--- src/design/urd_pkg.sv ---
`timescale 1ns / 1ps

package urd_pkg;

    // Widths fixed by the item fields
    localparam int VALUE_PORT_W   = 64;
    localparam int BASE_W         = 6;
    localparam int CHAR_W         = 7;

    // Default width of the converted number
    localparam int VALUE_BITS_DEF = 64;

    // Quotient bits resolved per divider cycle
    localparam int STEP_BITS      = 8;

    // Entries in the request queue between front and back
    localparam int QUEUE_DEPTH    = 2;

    // Legal radix range
    localparam logic [BASE_W-1:0] MIN_BASE  = BASE_W'(2);
    localparam logic [BASE_W-1:0] MAX_BASE  = BASE_W'(36);
    localparam logic [BASE_W-1:0] DEC_LIMIT = BASE_W'(10);

    // ASCII anchors
    localparam logic [CHAR_W-1:0] CHAR_ZERO  = CHAR_W'(8'h30);
    localparam logic [CHAR_W-1:0] CHAR_ALPHA = CHAR_W'(8'h41);
    localparam logic [CHAR_W-1:0] CHAR_ERROR = '0;

    // Classification that travels with each queued request
    typedef struct packed {
        logic [BASE_W-1:0] base;
        logic              bad;
    } t_job_ctl;

    // Back-end sequencer states
    typedef enum logic [2:0] {
        ST_IDLE,
        ST_DIV,
        ST_RD,
        ST_LOAD,
        ST_BAD
    } t_back_state;

    // Digit value to ASCII: '0'..'9' then 'A' onward
    function automatic logic [CHAR_W-1:0] digit_to_char(input logic [BASE_W-1:0] d);
        logic [CHAR_W-1:0] c;
        if (d < DEC_LIMIT) begin
            c = CHAR_ZERO + CHAR_W'(d);
        end else begin
            c = CHAR_ALPHA + CHAR_W'(d - DEC_LIMIT);
        end
        return c;
    endfunction

endpackage

--- src/design/urd_front.sv ---
`timescale 1ns / 1ps

module urd_front #(
    parameter int VALUE_BITS = urd_pkg::VALUE_BITS_DEF
) (
    input  logic                              i_valid,
    input  logic [urd_pkg::VALUE_PORT_W-1:0] i_value,
    input  logic [urd_pkg::BASE_W-1:0]       i_base,
    input  logic                              i_full,
    output logic                              o_stall,
    output logic                              o_push,
    output logic [VALUE_BITS-1:0]             o_value,
    output urd_pkg::t_job_ctl                 o_ctl
);
    import urd_pkg::*;

    // Hold off requests while the queue is full
    assign o_stall = i_full;
    assign o_push  = i_valid && !i_full;

    // Drop bits above the converted width
    assign o_value = i_value[VALUE_BITS-1:0];

    // Classify the radix
    always_comb begin
        o_ctl.base = i_base;
        o_ctl.bad  = (i_base < MIN_BASE) || (i_base > MAX_BASE);
    end

endmodule

--- src/design/urd_queue.sv ---
`timescale 1ns / 1ps

module urd_queue #(
    parameter int WIDTH = 8
) (
    input  logic             i_clk,
    input  logic             i_rst_n,
    input  logic             i_push,
    input  logic [WIDTH-1:0] i_data,
    output logic             o_full,
    input  logic             i_pop,
    output logic             o_valid,
    output logic [WIDTH-1:0] o_data
);
    import urd_pkg::*;

    localparam int PTR_W = (QUEUE_DEPTH > 1) ? $clog2(QUEUE_DEPTH) : 1;
    localparam int CNT_W = $clog2(QUEUE_DEPTH + 1);

    logic [WIDTH-1:0] r_slots [QUEUE_DEPTH];
    logic [PTR_W-1:0] r_wr_ptr;
    logic [PTR_W-1:0] r_rd_ptr;
    logic [CNT_W-1:0] r_count;
    logic             do_push;
    logic             do_pop;

    assign o_full  = (r_count == CNT_W'(QUEUE_DEPTH));
    assign o_valid = (r_count != '0);
    assign o_data  = r_slots[r_rd_ptr];
    assign do_push = i_push && !o_full;
    assign do_pop  = i_pop && o_valid;

    // Storage
    always_ff @(posedge i_clk) begin
        if (do_push) begin
            r_slots[r_wr_ptr] <= i_data;
        end
    end

    // Pointers and fill count
    always_ff @(posedge i_clk) begin
        if (!i_rst_n) begin
            r_wr_ptr <= '0;
            r_rd_ptr <= '0;
            r_count  <= '0;
        end else begin
            if (do_push) begin
                r_wr_ptr <= (r_wr_ptr == PTR_W'(QUEUE_DEPTH - 1)) ? '0 : r_wr_ptr + 1'b1;
            end
            if (do_pop) begin
                r_rd_ptr <= (r_rd_ptr == PTR_W'(QUEUE_DEPTH - 1)) ? '0 : r_rd_ptr + 1'b1;
            end
            if (do_push && !do_pop) begin
                r_count <= r_count + 1'b1;
            end else if (do_pop && !do_push) begin
                r_count <= r_count - 1'b1;
            end
        end
    end

endmodule

--- src/design/urd_back.sv ---
`timescale 1ns / 1ps

module urd_back #(
    parameter int VALUE_BITS = urd_pkg::VALUE_BITS_DEF
) (
    input  logic                         i_clk,
    input  logic                         i_rst_n,
    input  logic                         i_job_valid,
    input  logic [VALUE_BITS-1:0]        i_job_value,
    input  urd_pkg::t_job_ctl            i_job_ctl,
    output logic                         o_job_pop,
    output logic                         o_valid,
    input  logic                         i_stall,
    output logic [urd_pkg::CHAR_W-1:0]  o_digit_char,
    output logic                         o_last,
    output logic                         o_bad_base
);
    import urd_pkg::*;

    localparam int CHUNKS  = (VALUE_BITS + STEP_BITS - 1) / STEP_BITS;
    localparam int PAD_W   = CHUNKS * STEP_BITS;
    localparam int CHUNK_W = (CHUNKS > 1) ? $clog2(CHUNKS) : 1;
    localparam int IDX_W   = $clog2(VALUE_BITS);

    t_back_state         r_state, n_state;
    logic [PAD_W-1:0]    r_quo, n_quo;
    logic [BASE_W-1:0]   r_rem, n_rem;
    logic [BASE_W-1:0]   r_base, n_base;
    logic [CHUNK_W-1:0]  r_chunk, n_chunk;
    logic [IDX_W-1:0]    r_idx, n_idx;
    logic                r_out_valid, n_out_valid;
    logic [CHAR_W-1:0]   r_out_char, n_out_char;
    logic                r_out_last, n_out_last;
    logic                r_out_bad, n_out_bad;
    logic [BASE_W-1:0]   r_rd_data;
    logic [BASE_W-1:0]   r_digits [VALUE_BITS];

    logic [STEP_BITS-1:0] div_top;
    logic [STEP_BITS-1:0] div_qbits;
    logic [BASE_W-1:0]    div_rem;
    logic [BASE_W:0]      div_trial;
    logic [PAD_W-1:0]     div_quo;
    logic                 dig_we;
    logic                 slot_free;

    // One chunk of restoring division by the radix
    always_comb begin
        div_top   = r_quo[PAD_W-1 -: STEP_BITS];
        div_rem   = r_rem;
        div_qbits = '0;
        div_trial = '0;
        for (int i = STEP_BITS - 1; i >= 0; i--) begin
            div_trial = {div_rem, div_top[i]};
            if (div_trial >= {1'b0, r_base}) begin
                div_qbits[i] = 1'b1;
                div_rem      = BASE_W'(div_trial - {1'b0, r_base});
            end else begin
                div_rem      = div_trial[BASE_W-1:0];
            end
        end
        div_quo = (r_quo << STEP_BITS) | PAD_W'(div_qbits);
    end

    assign slot_free = !r_out_valid || !i_stall;

    // Sequencer
    always_comb begin
        n_state     = r_state;
        n_quo       = r_quo;
        n_rem       = r_rem;
        n_base      = r_base;
        n_chunk     = r_chunk;
        n_idx       = r_idx;
        n_out_valid = r_out_valid && i_stall;
        n_out_char  = r_out_char;
        n_out_last  = r_out_last;
        n_out_bad   = r_out_bad;
        o_job_pop   = 1'b0;
        dig_we      = 1'b0;
        unique case (r_state)
            ST_IDLE: begin
                if (i_job_valid) begin
                    o_job_pop = 1'b1;
                    n_quo     = PAD_W'(i_job_value);
                    n_rem     = '0;
                    n_base    = i_job_ctl.base;
                    n_chunk   = '0;
                    n_idx     = '0;
                    n_state   = i_job_ctl.bad ? ST_BAD : ST_DIV;
                end
            end
            ST_DIV: begin
                n_quo   = div_quo;
                n_rem   = div_rem;
                n_chunk = r_chunk + 1'b1;
                if (r_chunk == CHUNK_W'(CHUNKS - 1)) begin
                    // Digit done: store it, go on while the quotient is nonzero
                    dig_we  = 1'b1;
                    n_rem   = '0;
                    n_chunk = '0;
                    if (div_quo == '0) begin
                        n_state = ST_RD;
                    end else begin
                        n_idx = r_idx + 1'b1;
                    end
                end
            end
            ST_RD: begin
                n_state = ST_LOAD;
            end
            ST_LOAD: begin
                // Read out most significant digit first
                if (slot_free) begin
                    n_out_valid = 1'b1;
                    n_out_char  = digit_to_char(r_rd_data);
                    n_out_last  = (r_idx == '0);
                    n_out_bad   = 1'b0;
                    if (r_idx == '0) begin
                        n_state = ST_IDLE;
                    end else begin
                        n_idx   = r_idx - 1'b1;
                        n_state = ST_RD;
                    end
                end
            end
            ST_BAD: begin
                if (slot_free) begin
                    n_out_valid = 1'b1;
                    n_out_char  = CHAR_ERROR;
                    n_out_last  = 1'b1;
                    n_out_bad   = 1'b1;
                    n_state     = ST_IDLE;
                end
            end
            default: begin
                n_state = ST_IDLE;
            end
        endcase
    end

    // Digit store, least significant first
    always_ff @(posedge i_clk) begin
        if (dig_we) begin
            r_digits[r_idx] <= div_rem;
        end
        r_rd_data <= r_digits[r_idx];
    end

    // Control state
    always_ff @(posedge i_clk) begin
        if (!i_rst_n) begin
            r_state     <= ST_IDLE;
            r_out_valid <= 1'b0;
        end else begin
            r_state     <= n_state;
            r_out_valid <= n_out_valid;
        end
    end

    // Datapath registers
    always_ff @(posedge i_clk) begin
        r_quo      <= n_quo;
        r_rem      <= n_rem;
        r_base     <= n_base;
        r_chunk    <= n_chunk;
        r_idx      <= n_idx;
        r_out_char <= n_out_char;
        r_out_last <= n_out_last;
        r_out_bad  <= n_out_bad;
    end

    assign o_valid      = r_out_valid;
    assign o_digit_char = r_out_char;
    assign o_last       = r_out_last;
    assign o_bad_base   = r_out_bad;

    // Partial remainder stays below the radix during division
    a_rem_below_base: assert property (@(posedge i_clk) disable iff (!i_rst_n)
        (r_state == ST_DIV) |-> (r_rem < r_base))
        else $error("partial remainder not below radix");

    // Only legal radices reach the divider
    a_div_base_legal: assert property (@(posedge i_clk) disable iff (!i_rst_n)
        (r_state == ST_DIV) |-> (r_base >= MIN_BASE && r_base <= MAX_BASE))
        else $error("divider running with illegal radix");

    // An error result carries the all-zero error character and the end mark
    a_bad_shape: assert property (@(posedge i_clk) disable iff (!i_rst_n)
        (r_out_valid && r_out_bad) |-> (r_out_last && r_out_char == CHAR_ERROR))
        else $error("malformed bad-radix result");

    // A readout with a free slot always presents a result next cycle
    a_load_fills: assert property (@(posedge i_clk) disable iff (!i_rst_n)
        (r_state == ST_LOAD && slot_free) |=> r_out_valid)
        else $error("digit readout lost");

endmodule

--- src/design/uint_to_radix_digits.sv ---
`timescale 1ns / 1ps
// Operation: the divider resolves 8 quotient bits a cycle, one digit per pass over the value,
//   then each digit is read back from the digit store MSD first (states ST_RD, ST_LOAD).
// Throughput: one request at a time in the divider; a two-entry queue takes new
//   requests meanwhile.
// Reset: synchronous, active low; clears the queue, sequencer and output valid.
module uint_to_radix_digits #(
    parameter int VALUE_BITS = urd_pkg::VALUE_BITS_DEF
) (
    input  logic                              i_clk,
    input  logic                              i_rst_n,
    input  logic                              i_valid,
    output logic                              o_stall,
    input  logic [urd_pkg::VALUE_PORT_W-1:0] i_value,
    input  logic [urd_pkg::BASE_W-1:0]       i_base,
    output logic                              o_valid,
    input  logic                              i_stall,
    output logic [urd_pkg::CHAR_W-1:0]       o_digit_char,
    output logic                              o_last,
    output logic                              o_bad_base
);
    import urd_pkg::*;

    localparam int JOB_W = VALUE_BITS + $bits(t_job_ctl);

    logic                  fe_push;
    logic [VALUE_BITS-1:0] fe_value;
    t_job_ctl              fe_ctl;
    logic                  q_full;
    logic                  q_valid;
    logic                  q_pop;
    logic [JOB_W-1:0]      q_data;
    logic [VALUE_BITS-1:0] be_value;
    t_job_ctl              be_ctl;

    // Front: accept and classify
    urd_front #(
        .VALUE_BITS (VALUE_BITS)
    ) u_front (
        .i_valid (i_valid),
        .i_value (i_value),
        .i_base  (i_base),
        .i_full  (q_full),
        .o_stall (o_stall),
        .o_push  (fe_push),
        .o_value (fe_value),
        .o_ctl   (fe_ctl)
    );

    // Request queue
    urd_queue #(
        .WIDTH (JOB_W)
    ) u_queue (
        .i_clk   (i_clk),
        .i_rst_n (i_rst_n),
        .i_push  (fe_push),
        .i_data  ({fe_value, fe_ctl}),
        .o_full  (q_full),
        .i_pop   (q_pop),
        .o_valid (q_valid),
        .o_data  (q_data)
    );

    assign be_value = q_data[JOB_W-1 -: VALUE_BITS];
    assign be_ctl   = t_job_ctl'(q_data[$bits(t_job_ctl)-1:0]);

    // Back: divide, store digits, emit
    urd_back #(
        .VALUE_BITS (VALUE_BITS)
    ) u_back (
        .i_clk        (i_clk),
        .i_rst_n      (i_rst_n),
        .i_job_valid  (q_valid),
        .i_job_value  (be_value),
        .i_job_ctl    (be_ctl),
        .o_job_pop    (q_pop),
        .o_valid      (o_valid),
        .i_stall      (i_stall),
        .o_digit_char (o_digit_char),
        .o_last       (o_last),
        .o_bad_base   (o_bad_base)
    );

endmodule

--- config.mk ---
export PLATFORM = sky130hd
export DESIGN_NAME = uint_to_radix_digits
export DESIGN_NICKNAME = d
export VERILOG_FILES = /design/src/design/urd_pkg.sv /design/src/design/urd_front.sv /design/src/design/urd_queue.sv /design/src/design/urd_back.sv /design/src/design/uint_to_radix_digits.sv
export SDC_FILE = /design/constraint.sdc
export NUM_CORES = 1
export LEC_CHECK = 0
export BUFFER_PORTS_ARGS = -buffer_cell sky130_fd_sc_hd__buf_2
export CORE_AREA = 3 3 315 348
export CTS_CLUSTER_DIAMETER = 60
export DETAILED_ROUTE_END_ITERATION = 8
export DIE_AREA = 0 0 318 351
export MAX_ROUTING_LAYER = met4
export PLACE_DENSITY = 0.5
export SLEW_MARGIN = 20
export SYNTH_ARGS = -nofsm -noshare
export SYNTH_HDL_FRONTEND = slang
export SYNTH_SLANG_ARGS = --single-unit
export TNS_END_PERCENT = 20
--- constraint.sdc ---
create_clock -name i_clk -period 32.7 [get_ports i_clk]
set_clock_uncertainty 0.15 [all_clocks]
set_input_delay 3.27 -clock i_clk [delete_from_list [all_inputs] [get_ports i_clk]]
set_output_delay 3.27 -clock i_clk [all_outputs]
set_load 0.02 [all_outputs]
Word-level counts from Yosys, hierarchy flattened --
Memories as Yosys holds them, arrays and structs flattened. A register that Yosys moved wholly into a read port is not among the register bits. Cells that the tools add are included.
Word-level totals: output and inout bits 11, input bits 74, flip-flop bits (word level) 102, memory bits (writable) 526, memories 2, logic and storage cells 147
Cells by class: order comparisons 11, reduce and logical (&&, ||, !) cells 27, $add $sub $neg 18, muxes and demuxes 62, bitwise gates (word level) 1, equality and inequality tests 13
Memories:
- u_back.r_digits | words 64, bits a word 6, read ports 1, clocked after Yosys merged registers in 1, write ports 1, line urd_back.sv:36 | logic [BASE_W-1:0] r_digits [VALUE_BITS];
- u_queue.r_slots | words 2, bits a word 71, read ports 1, clocked after Yosys merged registers in 1, write ports 1, line urd_queue.sv:20 | logic [WIDTH-1:0] r_slots [QUEUE_DEPTH];
Operator list (number):
- $pmux W64 S2 | 1
- $mux W6 | 14
- $logic_not A64 Y1 | 1
- $mux W64 | 1
- $or A64 B8 Y64 | 1
- $ge A7 B6 Y1 | 8
- $sub A6 B6 Y6 | 8
- $mux W1 | 25
- $mux W3 | 8
- $mux W7 | 3
- $pmux W6 S3 | 1
- $pmux W3 S5 | 1
- $pmux W7 S2 | 1
- $pmux W6 S2 | 1
- $ne A2 B1 Y1 const B | 4
- $reduce_bool A2 Y1 | 4
- $add A6 B6 Y7 const A | 1
- $add A7 B7 Y7 const A | 1
- $sub A6 B4 Y7 const B | 1
- $add A6 B1 Y6 const B | 1
- $eq A3 B2 Y1 const B | 2
- $eq A3 B3 Y1 const B | 2
- $gt A6 B6 Y1 const B | 1
- $logic_and A1 B1 Y1 | 6
- 23 further kinds | 35

Depth between registers and ports, before layout --
Gate-level depths: netlist of the first run.
word-level depth 21, mapped depth 80, depth with buffers taken out 76

Cells and area by module --
Synthesis of the first run repeated with hierarchy kept, for this count alone.
Unflattened totals: cells, all modules 1840, area, all modules 27706.6 um^2
By module, submodules not included:
- urd_back | times used 1, cells an instance 1517, area an instance 21775.9 um^2, seq. area each 14554.0 um^2
- urd_queue | times used 1, cells an instance 246, area an instance 5357.6 um^2, seq. area each 4364.2 um^2
- urd_front | times used 1, cells an instance 77, area an instance 573.0 um^2, seq. area each 0.0 um^2

Worst setup path after synthesis of the first run --
No wires, ideal clock.
kind register to register, from register u_back.r_base[1], to memory u_back.r_digits[0][2], data pin, setup slack 15.409 ns, arrival time 16.641 ns, path buffers 5, cell stages (with the launch flop) 77, required time 32.050 ns, period minus slack after synthesis 17.291 ns, path through edfxtp_1 inv_1 ha_1 a21oi_1 o221ai_1 o21ai_0 inv_1 ha_1 nand2b_1 a21o_1 a31oi_1 a311oi_4 clkbuf_1 o21ai_0 ha_1 clkbuf_1 a21o_1 a21oi_1 [41 not listed] o21ai_0 nand2b_1 a21o_1 a21o_1 a211oi_1 o21ai_0 a221o_1 buf_6 mux2i_1 ha_1 a21o_1 a21o_1 a21o_1 a21o_1 a31o_2 a21oi_1 a21oi_1 nor2_1
Between the ends: word-level cells in the longest chain between the ends 16, elaborated cells on any way between the ends 24, classes of those cells 8 x add/sub; 8 x order compare; 8 x mux
Ends and longest elaborated chain:
- start, declared | line urd_back.sv:28 | logic [BASE_W-1:0] r_base, n_base;
- start signal, assigned | line urd_back.sv:164 | r_base <= n_base;
- $sub A6 B6 Y6 or $ge A7 B6 Y1 (tied branches) | line urd_back.sv:56, urd_back.sv:54
- $mux W6 | line urd_back.sv:54 | if (div_trial >= {1'b0, r_base}) begin
- $sub A6 B6 Y6 or $ge A7 B6 Y1 (tied branches) | line urd_back.sv:56, urd_back.sv:54
- $mux W6 | line urd_back.sv:54
- $sub A6 B6 Y6 or $ge A7 B6 Y1 (tied branches) | line urd_back.sv:56, urd_back.sv:54
- $mux W6 | line urd_back.sv:54
- $sub A6 B6 Y6 or $ge A7 B6 Y1 (tied branches) | line urd_back.sv:56, urd_back.sv:54
- $mux W6 | line urd_back.sv:54
- $sub A6 B6 Y6 or $ge A7 B6 Y1 (tied branches) | line urd_back.sv:56, urd_back.sv:54
- $mux W6 | line urd_back.sv:54
- $ge A7 B6 Y1 or $sub A6 B6 Y6 (tied branches) | line urd_back.sv:54, urd_back.sv:56
- $mux W6 | line urd_back.sv:54
- $sub A6 B6 Y6 or $ge A7 B6 Y1 (tied branches) | line urd_back.sv:56, urd_back.sv:54
- $mux W6 | line urd_back.sv:54
- $sub A6 B6 Y6 or $ge A7 B6 Y1 (tied branches) | line urd_back.sv:56, urd_back.sv:54
- $mux W6 * | line urd_back.sv:54
- named net u_back.div_rem[2] | line urd_back.sv:40 | logic [BASE_W-1:0] div_rem;
- end, declared | line urd_back.sv:36
The timed path passes the listed nets; every way through them passes the cells marked *.

Final worst setup path of the first run --
from register u_back.r_base[1], to register u_back.r_idx[4], enable pin
Between the ends: word-level cells in the longest chain between the ends 20, elaborated cells on any way between the ends 34, classes of those cells 7 x add/sub; 8 x order compare; 1 x eq/ne; 15 x mux; 1 x bitwise; 2 x reduce/logical
Ends and longest elaborated chain:
- $sub A6 B6 Y6 or $ge A7 B6 Y1 (tied branches) | line urd_back.sv:56, urd_back.sv:54
- $mux W6 | line urd_back.sv:54
- $sub A6 B6 Y6 or $ge A7 B6 Y1 (tied branches) | line urd_back.sv:56, urd_back.sv:54
- $mux W6 | line urd_back.sv:54
- $sub A6 B6 Y6 or $ge A7 B6 Y1 (tied branches) | line urd_back.sv:56, urd_back.sv:54
- $mux W6 | line urd_back.sv:54
- $sub A6 B6 Y6 or $ge A7 B6 Y1 (tied branches) | line urd_back.sv:56, urd_back.sv:54
- $mux W6 | line urd_back.sv:54
- [4 not listed]
- $sub A6 B6 Y6 or $ge A7 B6 Y1 (tied branches) | line urd_back.sv:56, urd_back.sv:54
- $mux W6 | line urd_back.sv:54
- $ge A7 B6 Y1 | line urd_back.sv:54
- $mux W1 | line urd_back.sv:54
- $or A64 B8 Y64 * | line urd_back.sv:61 | div_quo = (r_quo << STEP_BITS) | PAD_W'(div_qbits);
- $logic_not A64 Y1 * | line urd_back.sv:101 | if (div_quo == '0) begin
- $ne A2 B2 Y1 (no source line) *
- $reduce_and A6 Y1 (no source line) *
- end signal, assigned | line urd_back.sv:166 | r_idx <= n_idx;
- end, declared | line urd_back.sv:30 | logic [IDX_W-1:0] r_idx, n_idx;
Every way passes the cells marked *; elsewhere a longest branch is shown, timed or not. A chain may end at the register's enable or synchronous reset.

==> flow_summary.json, run 1 <==
{
  "status": "finished clean",
  "finalHoldViolCount": 0,
  "cts_resized": 0,
  "dpl_worst_slack_ns": 13.26,
  "synth_flop_cell": "edfxtp_1",
  "synth_xor_area_share_pct": 1.352,
  "wl_microns": 69010,
  "crit_fanout": 18,
  "fin_cells": 3341,
  "die_w_microns": 318,
  "fmax_mhz": 50.80,
  "finalSetupViolations": 0,
  "yosysTopAreaCellShare_pct": 70.10,
  "mostFrequentLayoutCells": "620 x edfxtp_1, 166 x a22oi_1, 122 x nand2_1",
  "synth_top_family_by_area": "compound AO/OA/AOI/OAI gates",
  "slew_viol_final": 0,
  "worstSetupPathType": "flip-flop to flip-flop",
  "worstPathArrival_ns": 19.80,
  "cts_tree": "yes",
  "synth_compound_area_share_pct": 11.57,
  "cts.hold.buffers_added": 0,
  "synthAdderAreaFrac_pct": 3.411,
  "dp_cells": 3209,
  "cts.path.max_buffers": 3,
  "grt_use_met1_pct": 15.83,
  "slew-limit-headroom_pct": 27.56,
  "die_h_microns": 351,
  "yosysTopAreaCell": "edfxtp_1",
  "endpoint_kind": "flip-flop",
  "synth_simple_gate_area_share_pct": 6.850,
  "initial_core_util_pct": 25.08,
  "synth.cell_area_sq_um": 26560,
  "yosysWarnings": 0,
  "initialDrtViolationCount": 1392,
  "grt_pass1_vias": 16010,
  "ys_seq_area_share_pct": 71.23,
  "dp_hpwl_microns": 43250,
  "synthArstFlopShare_pct": 0,
  "busiest_layer": "met2",
  "syn_area_per_cell_sq_um": 14.80,
  "grt_pass1_wl_microns": 102200,
  "grtUsageMet2_pct": 20.21,
  "final_common_cell": "edfxtp_1",
  "cap_viol_max_count": 0,
  "drive_gt1_share_pct": 12.98,
  "coreArea_sq_um": 105900,
  "synth.area.mux_share_pct": 3.665,
  "antenna_left": 0,
  "clk_pin_slew_worst_paths_ns": 0.06,
  "regToRegSetupSlack_ns": 13.01,
  "yosys-top-cells-area": "edfxtp_1 70%, a22oi_1 4.7%, mux2i_1 2.9%",
  "ys_types": 68,
  "nets": 2027,
  "clock_sinks": 635,
  "syn_nets": 1935,
  "worstMarginPinSlew_ns": 1.078,
  "routedWlPerCell_microns": 20.65,
  "start_kind": "flip-flop",
  "std_cell_rows": 125,
  "drc_errors": 0,
  "fin_tns_setup_ns": 0,
  "portBuffers": 84,
  "netlist_instances": 1794,
  "antenna_found_initial": 3,
  "synth_edf_count": 620,
  "clock-root-buffer": "clkbuf_16",
  "die_area_sq_um": 111600,
  "synth.ff_latch_count": 635,
  "max_stage_delay_ns": 0.74,
  "worst_path_max_delay_cell": "a211oi_2",
  "gp_congestion": 0.8766,
  "crit_top_cell": "a21o_1",
  "cts_setup_buffers": 0,
  "cts_htree_levels": 3,
  "min_period_over_period_pct": 60.20,
  "syn2layout_area_growth_pct": 16.60,
  "grt_overflow": 0,
  "numCtsBuffers": 72,
  "grt_use_met3_pct": 2.129,
  "worst_slack_ns": 13.01,
  "clk_latency_ns": 0.61,
  "grt_max_degree": 77,
  "grt_setup_unrepaired": "no",
  "drtPass1Iterations": 5,
  "io_pins": 85,
  "crit_required_ns": 32.82,
  "grt_use_total_pct": 12.35,
  "min_path_type": "flip-flop to flip-flop",
  "via_count": 15750,
  "viasPerCell": 4.715,
  "layout_min_cycle_time_ns": 19.69,
  "fill_cells": 10540
}
[flip-flops by register name (all words and copies together) (netlist names), 6 cells and up, named ones only]
| register | cells |
|---|---|
| u_back.r_rd_data | 6 |
| u_back.r_quo | 64 |
| u_queue.r_slots | 142 |
| u_back.r_rem | 6 |
| u_back.o_digit_char | 7 |
| u_back.r_idx | 6 |
| u_back.r_digits | 384 |
| u_back.r_base | 6 |
[cell type report]
cell class,count,area [sq um],share of cell area [%]
inverters,49,183.9,0.5939
multi-input cells,1026,7226,23.33
repair buffers,102,555.5,1.794
flip-flops and latches,635,18920,61.10
well taps,1397,1748,5.644
clock inverters,35,355.3,1.147
diodes,2,5.005,0.01616
clock buffers,95,1972,6.368
[Yosys cell counts, types with 3 or more instances]
cell type / instances
o211ai_1: 4
a21oi_1: 49
a41oi_1: 22
clkbuf_1: 63
inv_1: 48
o21a_1: 5
nand4_1: 21
nor2b_1: 11
nor2_1: 105
nand3_1: 20
o21ai_0: 86
fa_1: 9
nand2b_1: 13
and2_1: 10
o31ai_1: 3
dfxtp_1: 15
or3_1: 5
xnor2_1: 22
mux2i_1: 77
o21ai_1: 5
xor2_1: 19
a22oi_1: 166
mux2_2: 18
buf_1: 18
a21o_1: 23
ha_1: 58
a221oi_1: 13
a31oi_1: 20
and3_1: 8
a22o_1: 15
nor4_1: 20
edfxtp_1: 620
a211oi_1: 6
nand2_1: 126
nor3_1: 20
nand3b_1: 3
[kinds of logic (layout without fill, tap and decap cells)]
logic type,Yosys count,count (layout)
AO/OA/AOI/OAI,443,443
XOR/XNOR,41,41
adder cells (fa/ha/maj),67,67
buffers and inverters,133,281
flip-flops,635,635
multiplexers,95,95
other,0,2
AND/OR/NAND/NOR,380,380
[layer usage]
metal / vias up / wire (microns)
met2: 507 / 33770
li1: 7244 / -
met1: 7903 / 29940
met4: 0 / 1569
met5: - / 0
met3: 99 / 3722
[metrics by stage]
step / hold slack, ns / utilization [%] / instance area (sq um)
floorplan: 0.3406 / - / 26560
global placement: 0.3804 / 27.03 / 28610
detailed placement: 0.3804 / 27.03 / 28610
CTS: 0.3992 / 29.22 / 30940
global route: 0.4058 / 29.25 / 30970
finish: 0.3969 / 29.25 / 30970
[worst paths after layout]
kind / start / to / cells past startpoint
worst max-delay path: u_back.r_base[1] / u_back.r_idx[4] / 73
worst min-delay path: u_queue.r_slots[0][1] / u_back.r_base[0] / 1
worst max register to register: u_back.r_base[1] / u_back.r_idx[4] / 73
worst min register to register: u_queue.r_slots[0][1] / u_back.r_base[0] / 1
[worst max-delay path, delay by kind of cell, from the launching register on]
family          cells  cell delay (ns)
compound gates     41            10.82
fa+ha+maj           8             2.58
buf+inv             4             0.71
flops               1             0.70
mux                 4             1.32
simple gates       16             3.09
Power of run 1 is not shown: default switching activity piles up to over one toggle a cycle in this logic, so the estimate is an artifact.
==> run 2, diff against run 1 <==
==> constraint.sdc (replaced) <==
create_clock -name i_clk -period 18.28 [get_ports i_clk]
set_clock_uncertainty 0.15 [all_clocks]
set_input_delay 1.828 -clock i_clk [delete_from_list [all_inputs] [get_ports i_clk]]
set_output_delay 1.828 -clock i_clk [all_outputs]
set_load 0.02 [all_outputs]
==> run 2 against run 1 <==
Net effect: via count is 1.0% higher; sequential cell count stayed put; sequential share of layout area is 0.12 points lower; count of clock-buffer cells in the layout is 6 lower; critical path depth is 1 higher; routed wire length is 0.74% higher; global-route usage is 0.12 points higher; first-iteration DRC count is 1.7% lower; utilization is 0.056 points higher; die area stayed put; highest routed layer unchanged.
==> flow_summary.json, run 2 (synthesized netlist as in run 1, its figures left out) <==
{
  "cts.path.max_buffers": 3,
  "mostFrequentLayoutCells": "620 x edfxtp_1, 166 x a22oi_1, 122 x nand2_1",
  "initialDrtViolationCount": 1368,
  "min_period_over_period_pct": 93.92,
  "clock_sinks": 635,
  "viasPerCell": 4.738,
  "worst_path_max_delay_cell": "o31ai_1",
  "die_area_sq_um": 111600,
  "regToRegSetupSlack_ns": 1.11,
  "die_w_microns": 318,
  "setup.worst_path.start": "u_back.r_base[3]",
  "fill_cells": 10530,
  "clk_latency_ns": 0.62,
  "io_pins": 85,
  "endpoint_kind": "flip-flop",
  "worstPathArrival_ns": 17.28,
  "reg2regPathDepth": 74,
  "grt_pass1_vias": 16190,
  "grt_pass1_wl_microns": 102900,
  "fin_tns_setup_ns": 0,
  "syn2layout_area_growth_pct": 16.82,
  "finalHoldViolCount": 0,
  "portBuffers": 84,
  "crit_fanout": 13,
  "finalSetupViolations": 0,
  "slew-limit-headroom_pct": 27.60,
  "fin_util_pct": 29.30,
  "drive_gt1_share_pct": 14.70,
  "final_common_cell": "edfxtp_1",
  "wl_microns": 69510,
  "top_register": "u_back.r_digits",
  "drtPass1Iterations": 5,
  "reg_top3": "u_back.r_digits: 384 flops, u_queue.r_slots: 142 flops, u_back.r_quo: 64 flops",
  "via_count": 15910,
  "grt_max_degree": 73,
  "antenna_left": 0,
  "r2r-start": "u_back.r_base[3]",
  "cap_viol_max_count": 0,
  "routedWlPerCell_microns": 20.70,
  "worstSetupPathType": "flip-flop to flip-flop",
  "die_h_microns": 351,
  "fmax_mhz": 58.25,
  "cts.hold.buffers_added": 0,
  "max_stage_delay_ns": 0.59,
  "initial_core_util_pct": 25.08,
  "min_path_type": "flip-flop to flip-flop",
  "numCtsBuffers": 71,
  "worstMarginPinSlew_ns": 1.076,
  "clk_pin_slew_worst_paths_ns": 0.05,
  "dp_hpwl_microns": 43190,
  "largest_reg_flops": 384,
  "slew_viol_final": 0,
  "start_kind": "flip-flop",
  "nets": 2048,
  "worstSetupEndpoint": "u_back.r_idx[1]",
  "crit_required_ns": 18.39,
  "clock-root-buffer": "clkbuf_16",
  "grt_use_total_pct": 12.48,
  "cts_tree": "yes",
  "grt_overflow": 0,
  "cts_htree_levels": 3,
  "status": "finished clean",
  "std_cell_rows": 125,
  "antenna_found_initial": 2,
  "crit_top_cell": "a21o_1",
  "reg2reg_to": "u_back.r_idx[1]",
  "layout_min_cycle_time_ns": 17.17,
  "gp_congestion": 0.8339,
  "drc_errors": 0,
  "coreArea_sq_um": 105900
}
==> run 2: cell type report <==
cell class | count | area [sq um] | share of cell area [%]
diodes | 2 | 5.005 | 0.01613
well taps | 1397 | 1748 | 5.634
clock inverters | 36 | 304.0 | 0.9800
flip-flops and latches | 635 | 18920 | 60.99
inverters | 49 | 187.7 | 0.6049
repair buffers | 124 | 720.7 | 2.323
clock buffers | 89 | 1897 | 6.114
multi-input cells | 1026 | 7242 | 23.34
==> run 2: critical path, delay by kind of cell (launching register included) <==
kind / cells / cell delay [ns]
fa+ha+maj: 8 / 2.35
simple gates: 14 / 2.67
flops: 1 / 0.36
compound gates: 40 / 8.80
buf+inv: 7 / 0.91
mux: 5 / 1.57
==> run 2: worst min path at each step <==
stage / from / end / slack [ns] / cells after the start
2_1_floorplan: u_queue.r_count[1] / u_queue.r_count[1] / 0.34 / 2
3_3_place_gp: u_queue.r_count[1] / u_queue.r_count[1] / 0.36 / 2
3_5_place_dp: u_queue.r_slots[1][2] / u_back.r_base[1] / 0.38 / 1
4_1_cts: u_queue.r_slots[1][2] / u_back.r_base[1] / 0.40 / 1
5_1_grt: u_queue.r_slots[1][2] / u_back.r_base[1] / 0.43 / 1
6_report: u_queue.r_count[1] / u_queue.r_count[1] / 0.40 / 2
==> run 2: timing repair <==
action	CTS	global route
endpoints found under the setup margin	0	399
gates resized for setup	0	11
setup buffers	0	10
endpoints found under the hold margin	0	0
==> run 2: per-stage QoR <==
stage	cell area, sq um	setup WS (ns)	std cells	hold WS, ns
4_1_cts	30910	0.3432	3346	0.4009
5_1_grt	31020	-0.03263	3357	0.4289
3_3_place_gp	28710	0.9453	3221	0.3563
2_1_floorplan	26560	0.9894	1794	0.3406
3_5_place_dp	28710	0.4102	3221	0.3809
6_report	31030	1.112	3358	0.3969
==> run 2: per-layer routing <==
metal | track usage [%] | share of wire (%)
met1 | 15.97 | 44
met2 | 20.20 | 48
met3 | 1.974 | 5.5
met4 | 4.292 | 2.9
met5 | - | 0
Power of run 2 is left out for the same reason.
